[src/sm3_pkg.sv]
package sm3_pkg;

  localparam int unsigned BlockBytes = 64;
  localparam int unsigned Rounds     = 64;
  localparam int unsigned CountWidth = 61;

  localparam logic [31:0] IvWords [8] = '{
    32'h7380166F, 32'h4914B2B9, 32'h172442D7, 32'hDA8A0600,
    32'hA96F30BC, 32'h163138AA, 32'hE38DEE4D, 32'hB0FB0E4E
  };
  localparam logic [31:0] TjLow  = 32'h79CC4519;
  localparam logic [31:0] TjHigh = 32'h7A879D8A;
  localparam logic [7:0]  PadByte = 8'h80;
  localparam logic [5:0]  LenOffset = 6'd56;

  // Controller to datapath commands
  typedef struct packed {
    logic       buf_we;     // write buf_data at buf_addr
    logic [5:0] buf_addr;
    logic [7:0] buf_data;
    logic       load;       // load word window and a..h from buffer / cv
    logic       round;      // one round and one expansion step
    logic       fold;       // cv ^= a..h
    logic       reset_cv;   // cv back to IV
    logic       shift_out;  // rotate cv for digest readout
  } sm3_cmd_t;

  typedef struct packed {
    logic [5:0] load_idx;   // word being loaded into window (0..15)
  } sm3_aux_t;

  function automatic logic [31:0] rotl(input logic [31:0] x, input logic [4:0] n);
    logic [63:0] d;
    d = {x, x} << n;
    return d[63:32];
  endfunction

  function automatic logic [31:0] p0(input logic [31:0] x);
    return x ^ rotl(x, 5'd9) ^ rotl(x, 5'd17);
  endfunction

  function automatic logic [31:0] p1(input logic [31:0] x);
    return x ^ rotl(x, 5'd15) ^ rotl(x, 5'd23);
  endfunction

endpackage

[src/sm3_datapath.sv]
module sm3_datapath
  import sm3_pkg::*;
(
  input  logic        clk,
  input  sm3_cmd_t    cmd,
  input  logic [3:0]  load_word,
  input  logic [5:0]  round_idx,
  output logic [31:0] cv_head
);

  // block held as 16 big-endian words, bytes written into their lane
  logic [31:0] block_buf [BlockBytes/4];
  logic [31:0] cv [8];
  logic [31:0] w  [16];
  logic [31:0] a, b, c, d, e, f, g, h;

  logic [31:0] a12, ss1, ss2, ff, gg, tt1, tt2, tj, wnew;
  logic        hi;

  // Round logic
  always_comb begin
    hi   = (round_idx >= 6'd16);
    tj   = hi ? TjHigh : TjLow;
    a12  = rotl(a, 5'd12);
    ss1  = rotl(a12 + e + rotl(tj, round_idx[4:0]), 5'd7);
    ss2  = ss1 ^ a12;
    ff   = hi ? ((a & b) | (a & c) | (b & c)) : (a ^ b ^ c);
    gg   = hi ? ((e & f) | (~e & g)) : (e ^ f ^ g);
    tt1  = ff + d + ss2 + (w[0] ^ w[4]);
    tt2  = gg + h + ss1 + w[0];
    wnew = p1(w[0] ^ w[7] ^ rotl(w[13], 5'd15)) ^ rotl(w[3], 5'd7) ^ w[10];
  end

  // Block buffer, first byte of a word in its top lane
  always_ff @(posedge clk) begin
    if (cmd.buf_we) begin
      block_buf[cmd.buf_addr[5:2]][{~cmd.buf_addr[1:0], 3'b000} +: 8] <= cmd.buf_data;
    end
  end

  // Word window, working registers, chaining value
  always_ff @(posedge clk) begin
    if (cmd.load) begin
      w[15] <= block_buf[load_word];
      for (int i = 0; i < 15; i++) w[i] <= w[i + 1];
      if (load_word == 4'd15) begin
        a <= cv[0]; b <= cv[1]; c <= cv[2]; d <= cv[3];
        e <= cv[4]; f <= cv[5]; g <= cv[6]; h <= cv[7];
      end
    end
    if (cmd.round) begin
      for (int i = 0; i < 15; i++) w[i] <= w[i + 1];
      w[15] <= wnew;
      d <= c; c <= rotl(b, 5'd9); b <= a; a <= tt1;
      h <= g; g <= rotl(f, 5'd19); f <= e; e <= p0(tt2);
    end
    if (cmd.fold) begin
      cv[0] <= cv[0] ^ a; cv[1] <= cv[1] ^ b; cv[2] <= cv[2] ^ c; cv[3] <= cv[3] ^ d;
      cv[4] <= cv[4] ^ e; cv[5] <= cv[5] ^ f; cv[6] <= cv[6] ^ g; cv[7] <= cv[7] ^ h;
    end else if (cmd.reset_cv) begin
      for (int i = 0; i < 8; i++) cv[i] <= IvWords[i];
    end else if (cmd.shift_out) begin
      for (int i = 0; i < 7; i++) cv[i] <= cv[i + 1];
      cv[7] <= cv[0];
    end
  end

  assign cv_head = cv[0];

endmodule

[src/sm3_control.sv]
module sm3_control
  import sm3_pkg::*;
(
  input  logic        clk,
  input  logic        rst,
  input  logic [7:0]  data_byte,
  input  logic        has_byte,
  input  logic        end_of_message,
  input  logic        in_valid,
  output logic        in_ready,
  output logic        out_valid,
  input  logic        out_ready,
  output logic [2:0]  word_index,
  output logic        last_word,
  output sm3_cmd_t    cmd,
  output logic [3:0]  load_word,
  output logic [5:0]  round_idx
);

  typedef enum logic [6:0] {
    S_IDLE  = 7'b0000001,
    S_PAD   = 7'b0000010,
    S_LOAD  = 7'b0000100,
    S_ROUND = 7'b0001000,
    S_FOLD  = 7'b0010000,
    S_OUT   = 7'b0100000,
    S_CLEAR = 7'b1000000
  } state_t;

  state_t                state;
  logic [CountWidth-1:0] byte_count;
  logic [5:0]            cnt;       // pad position / load word / round / digest word
  logic                  final_blk; // current block carries the length
  logic                  padding;   // message end in progress
  logic                  marked;    // pad marker already written
  logic [63:0]           bits;
  logic                  take;
  logic [5:0]            pad_pos;   // marker offset after this beat's byte
  logic                  blk_full;  // this beat's byte fills the block

  assign take      = in_valid && in_ready;
  assign in_ready  = (state == S_IDLE);
  assign out_valid = (state == S_OUT);
  assign word_index = cnt[2:0];
  assign last_word  = (cnt[2:0] == 3'd7);
  assign load_word  = cnt[3:0];
  assign round_idx  = cnt;
  assign bits       = {byte_count, 3'd0};
  assign pad_pos    = has_byte ? byte_count[5:0] + 6'd1 : byte_count[5:0];
  assign blk_full   = has_byte && (byte_count[5:0] == 6'd63);

  // Commands
  always_comb begin
    cmd = '0;
    case (state)
      S_IDLE: begin
        cmd.buf_we   = take && has_byte;
        cmd.buf_addr = byte_count[5:0];
        cmd.buf_data = data_byte;
      end
      S_PAD: begin
        cmd.buf_we   = 1'b1;
        cmd.buf_addr = cnt;
        if (!marked && cnt == byte_count[5:0])
          cmd.buf_data = PadByte;
        else if (final_blk && cnt >= LenOffset)
          cmd.buf_data = bits[{~cnt[2:0], 3'b000} +: 8];
        else
          cmd.buf_data = 8'h00;
      end
      S_LOAD:  cmd.load = 1'b1;
      S_ROUND: cmd.round = 1'b1;
      S_FOLD:  cmd.fold = 1'b1;
      S_OUT:   cmd.shift_out = out_ready;
      S_CLEAR: cmd.reset_cv = 1'b1;
      default: cmd = '0;
    endcase
  end

  // Sequencer
  always_ff @(posedge clk) begin
    if (rst) begin
      state <= S_CLEAR; byte_count <= '0; cnt <= '0;
      final_blk <= 1'b0; padding <= 1'b0; marked <= 1'b0;
    end else begin
      case (state)
        S_IDLE: if (take) begin
          if (has_byte) byte_count <= byte_count + 1'b1;
          if (blk_full) begin
            // full block goes first; an end beat pads a fresh block after it
            state <= S_LOAD; cnt <= '0; final_blk <= 1'b0;
            padding <= end_of_message; marked <= 1'b0;
          end else if (end_of_message) begin
            state <= S_PAD; cnt <= pad_pos; padding <= 1'b1; marked <= 1'b0;
            final_blk <= (pad_pos < LenOffset);
          end
        end
        S_PAD: begin
          // marker goes in once, at the offset after the last byte
          if (!marked && cnt == byte_count[5:0]) marked <= 1'b1;
          if (cnt == 6'd63) begin
            state <= S_LOAD; cnt <= '0;
          end else begin
            cnt <= cnt + 6'd1;
          end
        end
        S_LOAD: begin
          if (cnt == 6'd15) begin
            state <= S_ROUND; cnt <= '0;
          end else begin
            cnt <= cnt + 6'd1;
          end
        end
        S_ROUND: begin
          cnt <= cnt + 6'd1;
          if (cnt == 6'd63) state <= S_FOLD;
        end
        S_FOLD: begin
          cnt <= '0;
          if (final_blk) begin
            state <= S_OUT;
          end else if (padding) begin
            state <= S_PAD;
            final_blk <= marked || (byte_count[5:0] < LenOffset);
          end else begin
            state <= S_IDLE;
          end
        end
        S_OUT: if (out_ready) begin
          cnt <= cnt + 6'd1;
          if (cnt[2:0] == 3'd7) begin
            state <= S_CLEAR; byte_count <= '0; padding <= 1'b0; marked <= 1'b0;
          end
        end
        S_CLEAR: state <= S_IDLE;
        default: state <= S_CLEAR;
      endcase
    end
  end

endmodule

[src/sm3_hash_engine.sv]
// Channel | Handshake             | Payload
// in      | in_valid / in_ready   | data_byte, has_byte, end_of_message
// out     | out_valid / out_ready | digest_word, word_index, last_word
//
// A byte item that does not fill the block is absorbed in S_IDLE, which stays ready.
// A full block: 16 word loads, 64 rounds (one round per cycle) and a fold.
// End of message: padding sweep from the marker offset (offset 0 in a second
// padded block) to the block end, one or two padded blocks, each then
// compressed; then eight digest beats, stalled by out_ready; S_CLEAR restores IV.
// Reset is synchronous; after reset S_CLEAR loads the IV, then the engine idles.
module sm3_hash_engine
  import sm3_pkg::*;
(
  input  logic        clk,
  input  logic        rst,
  input  logic        in_valid,
  output logic        in_ready,
  input  logic [7:0]  data_byte,
  input  logic        has_byte,
  input  logic        end_of_message,
  output logic        out_valid,
  input  logic        out_ready,
  output logic [31:0] digest_word,
  output logic [2:0]  word_index,
  output logic        last_word
);

  sm3_cmd_t   cmd;
  logic [3:0] load_word;
  logic [5:0] round_idx;

  sm3_control u_ctrl (
    .clk, .rst, .data_byte, .has_byte, .end_of_message, .in_valid, .in_ready,
    .out_valid, .out_ready, .word_index, .last_word, .cmd, .load_word, .round_idx
  );

  sm3_datapath u_dp (
    .clk, .cmd, .load_word, .round_idx, .cv_head(digest_word)
  );

endmodule
[config.mk]
export PLATFORM = sky130hd
export DESIGN_NAME = sm3_hash_engine
export DESIGN_NICKNAME = d
export VERILOG_FILES = /design/src/sm3_pkg.sv /design/src/sm3_datapath.sv /design/src/sm3_control.sv /design/src/sm3_hash_engine.sv
export SDC_FILE = /design/constraint.sdc
export NUM_CORES = 2
export LEC_CHECK = 0
export BUFFER_PORTS_ARGS = -buffer_cell sky130_fd_sc_hd__clkbuf_2
export CAP_MARGIN = 20
export CORE_MARGIN = 1
export CORE_UTILIZATION = 55
export CTS_CLUSTER_SIZE = 12
export DETAILED_ROUTE_END_ITERATION = 8
export GPL_ROUTABILITY_DRIVEN = 0
export MAX_ROUTING_LAYER = met4
export PLACE_DENSITY = 0.82
export SETUP_SLACK_MARGIN = 0.02
export SYNTH_ARGS = -nofsm -noshare
export SYNTH_HDL_FRONTEND = slang
export SYNTH_SLANG_ARGS = --single-unit
[constraint.sdc]
create_clock -name clk -period 39.6 [get_ports clk]
set_input_delay 7.92 -clock clk [delete_from_list [all_inputs] [get_ports clk]]
set_output_delay 7.92 -clock clk [all_outputs]
set_load 0.01 [all_outputs]
# Word-level counts from Yosys, hierarchy flattened
# Memories as Yosys holds them, arrays and structs flattened. A register that Yosys moved wholly into a read port is not among the register bits.
# Cells that the tools add are included.
# W data, S select, Z words.
dict set report totals {
  reg_bits 333
  ramBits 1280
  in_bits 14
  out_inout_bits 38
  word_cells 269
  mem_count 3
}
# memory words word_bits read_ports rd_ports_with_merged_regs write_ports line_no
set mem_list {}
lappend mem_list {u_dp.block_buf 16 32 1 1 1 sm3_datapath.sv:12} ;# logic [31:0] block_buf [BlockBytes/4];
lappend mem_list {u_dp.w 16 32 16 0 16 sm3_datapath.sv:14} ;# logic [31:0] w [16];
lappend mem_list {u_dp.cv 8 32 8 0 8 sm3_datapath.sv:13} ;# logic [31:0] cv [8];
dict set report op_classes {
  n_addsub 12
  order_cmp 4
  eq_ne 22
  shift 4
  muxes 125
  bitwise_logic 65
  n_reduce_logical 20
}
# op n
set op_table {}
lappend op_table {{$mux W32} 59}
lappend op_table {{$xor A32 B32 Y32} 22}
lappend op_table {{$add A32 B32 Y32} 8}
lappend op_table {{$mux W61} 4}
lappend op_table {{$and A32 B32 Y32} 5}
lappend op_table {{$pmux W61 S2} 1}
lappend op_table {{$or A32 B32 Y32} 3}
lappend op_table {{$shiftx A64 B7 Y8} 1}
lappend op_table {{$shl A64 B5 Y64} 1}
lappend op_table {{$mux W7} 9}
lappend op_table {{$add A61 B1 Y61 const B} 1}
lappend op_table {{$pmux W7 S7} 1}
lappend op_table {{$mux W6} 7}
lappend op_table {{$pmux W6 S6} 1}
lappend op_table {{$mux W1} 33}
lappend op_table {{$not A32 Y32} 1}
lappend op_table {{$or A1 B1 Y1} 32}
lappend op_table {{$shift A8 B7 Y32 const A} 1}
lappend op_table {{$shiftx A8 B7 Y32} 1}
lappend op_table {{$pmux W15 S2} 1}
lappend op_table {{$mux W26} 1}
lappend op_table {{$mux W8} 2}
lappend op_table {{$add A6 B1 Y6 const B} 2}
lappend op_table {{$eq A6 B6 Y1 const B} 2}
lappend op_table {{other kinds (36)} 53}

# Logic depth before layout (Yosys ltp)
dict set report logic_depth {
  ltp_word 10
  mapped_depth 43
  depth_no_buf 39
}

# Hierarchy
# A second synthesis with hierarchy kept.
dict set report hier_totals {
  cells_unflattened 5572
  hier_area_um2 79093.4
}
# mod instances cells_each area_each_um2 seq_area_each_um2
set modules_own_cells {}
lappend modules_own_cells {sm3_datapath 1 4938 73868.3 45803.9}
lappend modules_own_cells {sm3_control 1 634 5225.0 1541.5}

# Worst setup path before layout
# Ideal clock, no wire load.
dict set report synth_timing {
  path_type {register to register}
  start {register u_ctrl.state[6]}
  end {register u_dp.a[0], enable pin}
  setup_time_ns 1.227
  t_arrival_ns 18.765
  required_time_ns 38.373
  path_slack_ns 19.607
  stages_incl_launch_ff 5
  n_path_buf 1
  synth_period_minus_slack_ns 19.993
  path_cell_list {dfxtp_1 -> clkbuf_1 -> nor4_1 -> nand3_1 -> o21ai_0}
}
dict set report synth_via {
  elab_chain_len 4
  elab_cells_between_ends 7
  cone_classes {eq/ne (2); mux (2); reduce/logical (3)}
}
# element line_no
set synth_lines {}
lappend synth_lines {{start, declared} sm3_control.sv:30} ;# state_t state;
lappend synth_lines {{start signal, assigned} sm3_control.sv:83} ;# state <= S_CLEAR; byte_count <= '0; cnt <= '0;
lappend synth_lines {{start signal, assigned} sm3_control.sv:91} ;# state <= S_LOAD; cnt <= '0; final_blk <= 1'b0;
lappend synth_lines {{start signal, assigned} sm3_control.sv:94} ;# state <= S_PAD; cnt <= pad_pos; padding <= 1'b1; marked <= 1'b0;
lappend synth_lines {{$eq A7 B4 Y1 or $eq A7 B3 Y1 (tied branches)} sm3_control.sv:55} ;# case (state)
lappend synth_lines {{$mux W1} sm3_control.sv:55}
lappend synth_lines {{$reduce_bool A2 Y1 (no line)} --}
lappend synth_lines {{$reduce_and A2 Y1 (no line) (*)} --}
lappend synth_lines {{end signal, assigned} sm3_datapath.sv:47} ;# a <= cv[0]; b <= cv[1]; c <= cv[2]; d <= cv[3];
lappend synth_lines {{end, declared} sm3_datapath.sv:15} ;# logic [31:0] a, b, c, d, e, f, g, h;
# Mark *: on every way between the ends. The rest lies on a longest branch, timed or not.
# A chain may end at the register's enable or synchronous reset.

# Final worst setup path
dict set report layout_timing {
  start {register u_ctrl.cnt[4] (netlist: u_ctrl.round_idx[4])}
  end {register u_dp.e[16], data pin}
}
dict set report layout_via {
  elab_chain_len 9
  elab_cells_between_ends 11
  cone_classes {add/sub (4); order compare (1); shift (1); mux (3); bitwise (2)}
}
# element line_no
set layout_lines {}
lappend layout_lines {{start, declared} sm3_control.sv:32} ;# logic [5:0] cnt;
lappend layout_lines {{start signal, assigned} sm3_control.sv:104} ;# cnt <= cnt + 6'd1;
lappend layout_lines {{start signal, assigned} sm3_control.sv:111} ;# cnt <= cnt + 6'd1;
lappend layout_lines {{start signal, assigned} sm3_control.sv:115} ;# cnt <= cnt + 6'd1;
lappend layout_lines {{$ge A6 B5 Y1} sm3_datapath.sv:22} ;# hi = (round_idx >= 6'd16);
lappend layout_lines {{$mux W26} sm3_datapath.sv:23} ;# tj = hi ? TjHigh : TjLow;
lappend layout_lines {{$shl A64 B5 Y64} sm3_pkg.sv:34} ;# d = {x, x} << n;
lappend layout_lines {{$add A32 B32 Y32} sm3_datapath.sv:25} ;# ss1 = rotl(a12 + e + rotl(tj, round_idx[4:0]), 5'd7);
lappend layout_lines {{$add A32 B32 Y32 (*) (2 in a row)} sm3_datapath.sv:30} ;# tt2 = gg + h + ss1 + w[0];
lappend layout_lines {{$xor A32 B32 Y32} sm3_pkg.sv:39} ;# return x ^ rotl(x, 5'd9) ^ rotl(x, 5'd17);
lappend layout_lines {{$xor A32 B32 Y32 (*)} sm3_pkg.sv:39}
lappend layout_lines {{$mux W32 (*)} sm3_datapath.sv:51} ;# if (cmd.round) begin
lappend layout_lines {{end signal, assigned} sm3_datapath.sv:48} ;# e <= cv[4]; f <= cv[5]; g <= cv[6]; h <= cv[7];
lappend layout_lines {{end, declared} sm3_datapath.sv:15}
# Marks and branches as above.

==> results by group <==
STA
  • Final slew viol count: 0
  • Fmax: 88.8 MHz
  • Final Cycle Share: 28.4%
  • Final Hold Viols: 0
  • Pin slew with the least headroom to its limit: 1.35 ns
  • Slew HR: 9.80%
  • Minimum clock period: between 10 and 15 ns
  • Clock skew: 0.0522 ns
  • RSZ-0062 raised after global routing: false
  • PnR worst setup slack: 28.34 ns
  • Setup_tns: 0 ns
  • Endpoints failing setup: 0

Yosys
  • Synthesized area: 78100 sq um
  • Syn_area_per_cell: around 13 sq um
  • Seq/Total Area, Yosys: 60.7%
  • Count of state elements after synthesis: approximately 1600
  • YS warnings: 0
  • EDFF count, synth: 1504
  • Async SR Flop Fraction: 0%
  • Most used flip-flop cell after synthesis: edfxtp_1
  • Post-synth net total: 6275
  • Synth unique cells: 90
  • Mapped Cells: 5965

Clock tree
  • CTS tree: built
  • Clock Latency Late Sink: 0.83 ns
  • H-tree Lvls: 4
  • CTS root buffer: clkbuf_16
  • Post-CTS resize count: 0
  • Clk buf depth: 3
  • Setup repair bufs after CTS: 0
  • CTS Buf Count: 161
  • Worst-path clk slew: ~0.060 ns
  • Hold Buf Count CTS: 0
  • Clock sinks: between 1500 and 2000

Finish
  • Area Growth Syn to Fin: 8.75%
  • Fillcell total: 10000
  • Nets@finish: around 6200
  • Layout cell share with drive strength beyond 1: 9.03%

Detailed routing
  • Avg WL per Cell: 28.4 microns
  • Drt total wl: 224 mm
  • DR pass1 iterations: 9
  • 1st-iter DRT viols: 7825
  • DRT antenna net count: 0
  • Drt drc: 0
  • DR vias: roughly 50000
  • Routed vias/inst: 6.40

Global route
  • Largest net degree at the start of global routing: between 200 and 250
  • Vias in the first global route: 48400
  • Initial antenna violation count: 5
  • GR Overflow Total: 0
  • First-pass GRT wire length: 326 mm
  • Tot GR Track Use: 32.4%

Worst setup path
  • Worst EP required: 40.12 ns
  • Worst path max stage delay: 0.86 ns
  • Crit path from: u_ctrl.round_idx[4]$_SDFFE_PP0P_
  • Crit. End Element: register
  • WS Path Type: reg -> reg
  • Buf+Inv Stages, Crit Path: 5
  • Highest-delay cell along the critical path: dfxtp_2
  • R2r startpoint: u_ctrl.round_idx[4]$_SDFFE_PP0P_
  • CP Data Arrival Time: ~12 ns
  • Crit Path Max Fanout: 37
  • CP top delay family: compound AO/OA/AOI/OAI gates
  • Critical path startpoint category: register

Outcome
  • Outcome: finished, final reports clean

Power and ir drop
  • Pwr per Cell Area: 81.3 nW/um^2
  • LEAKAGE: 0.0282 uW
  • Max IR drop VDD: 0.000136 V

Floorplan
  • Die area: 144000 sq um
  • Vert. Die Dim: 379 microns
  • Site row count: 137
  • Width of the chip: around 380 microns
  • # IOs: 52
  • Core box area: 140000 sq um
  • Initial core utilization: 55.7%

Min path
  • Worst hold start: u_dp.w[1][0]$_DFFE_PN_
  • HP Class: reg -> reg

Placement
  • Pre-CTS setup slack: 28.87 ns
  • HPWL after detailed placement: around 150 mm
  • IO Port Bufs: 51

Job
  • Maxcap violations: 0
-- layout by cell type, fill, tap and decap left out, types with 112 or more instances in the layout --
cell	n
xnor2_1	601
fa_1	188
o31ai_1	112
nand2_1	858
nor2_1	423
a21oi_1	182
edfxtp_1	1504
xor2_1	114
clkbuf_16	163
inv_1	306
o21ai_0	323
mux4_2	175
-- synthesized netlist by cell type (all sizes together), types with 13 or more instances --
| cell | number | area share [%] |
|---|---|---|
| edfxtp | 1504 | 58 |
| nand2 | 861 | 4.1 |
| xnor2 | 601 | 6.7 |
| nor2 | 426 | 2.1 |
| o21ai | 331 | 2.1 |
| inv | 309 | 1.5 |
| clkbuf | 235 | 1.1 |
| fa | 188 | 4.8 |
| a21oi | 182 | 1.2 |
| mux4 | 175 | 5.0 |
| xor2 | 114 | 1.3 |
| dfxtp | 113 | 2.9 |
| o31ai | 112 | 1.1 |
| ha | 108 | 1.7 |
| a31oi | 97 | 0.78 |
| buf | 73 | 0.54 |
| mux2i | 67 | 0.86 |
| nor3 | 65 | 0.42 |
| nand3 | 48 | 0.31 |
| a211oi | 41 | 0.39 |
| a21o | 40 | 0.38 |
| or3 | 22 | 0.18 |
| and3 | 20 | 0.17 |
| mux2 | 16 | 0.23 |
| nand2b | 16 | 0.13 |
| o21a | 16 | 0.15 |
| o22ai | 16 | 0.13 |
| nand4 | 15 | 0.15 |
| o211ai | 13 | 0.12 |
-- flip-flops by register name (all words and copies together), names as in the netlist, named ones only --
register	cells
u_dp.block_buf	512
u_dp.cv	256
u_dp.d	32
u_ctrl.byte_count	61
u_dp.f	32
u_ctrl.marked	1
u_dp.c	32
u_ctrl.padding	1
u_dp.h	32
u_ctrl.final_blk	1
u_dp.e	32
u_dp.g	32
u_dp.a	32
u_ctrl.round_idx	6
u_dp.b	32
u_ctrl.state	7
u_dp.w	512
-- cell families after synthesis --
| logic type | Yosys count | synth area share (%) |
|---|---|---|
| AO/OA/AOI/OAI | 929 | 7.26 |
| XOR/XNOR | 718 | 8.10 |
| adder cells (fa/ha/maj) | 296 | 6.55 |
| multiplexers | 258 | 6.13 |
| buffers and inverters | 619 | 3.16 |
| flip-flops | 1617 | 60.7 |
| AND/OR/NAND/NOR | 1528 | 8.08 |
-- metal layers --
metal,track usage [%],up-vias,part of all wire [%]
met3,9.53,822,13
met1,39.3,24600,34
met2,47.5,3889,45
li1,-,21200,-
met5,-,-,0
met4,20.6,0,7.9
-- stage by stage --
| step | instance area (sq um) | util (%) | total power (uW) | hold WS [ns] | std cells |
|---|---|---|---|---|---|
| floorplan | 78100 | - | 4440 | 0.400 | 5965 |
| global placement | 79900 | 57.0 | 5210 | 0.400 | 7632 |
| detailed placement | 79900 | 57.0 | 5290 | 0.405 | 7633 |
| CTS | 84800 | 60.5 | 6770 | 0.407 | 7883 |
| global route | 85000 | 60.6 | 7130 | 0.403 | 7898 |
| finish | 85000 | 60.6 | 6910 | 0.404 | 7898 |
-- final timing paths --
| kind | end | slack, ns | depth (start not counted) |
|---|---|---|---|
| setup / recovery | u_dp.e[16]$_DFFE_PP_ | 28.34 | 36 |
| setup reg to reg | u_dp.e[16]$_DFFE_PP_ | 28.34 | 36 |
| hold reg to reg | u_dp.w[0][0]$_DFFE_PN_ | 0.40 | 0 |
| hold / removal | u_dp.w[0][0]$_DFFE_PN_ | 0.40 | 0 |
-- final cells by class --
| cell class | count | area [sq um] | share of cell area, % |
|---|---|---|---|
| multi-input cells | 3729 | 28300 | 33.3 |
| flip-flops and latches | 1617 | 47400 | 55.8 |
| well taps | 1876 | 2350 | 2.76 |
| clock inverters | 34 | 588 | 0.692 |
| repair buffers | 109 | 763 | 0.898 |
| clock buffers | 216 | 4320 | 5.08 |
| diodes | 6 | 15.0 | 0.0177 |
| inverters | 311 | 1170 | 1.37 |
-- where the power goes --
part | total [uW] | internal (uW) | switching [uW]
Combinational | 3270 | 1310 | 1960
Sequential | 2160 | 2030 | 131
Clock | 1480 | 812 | 670
Total | 6910 | 4150 | 2760
(Power assumes the default switching activity.)
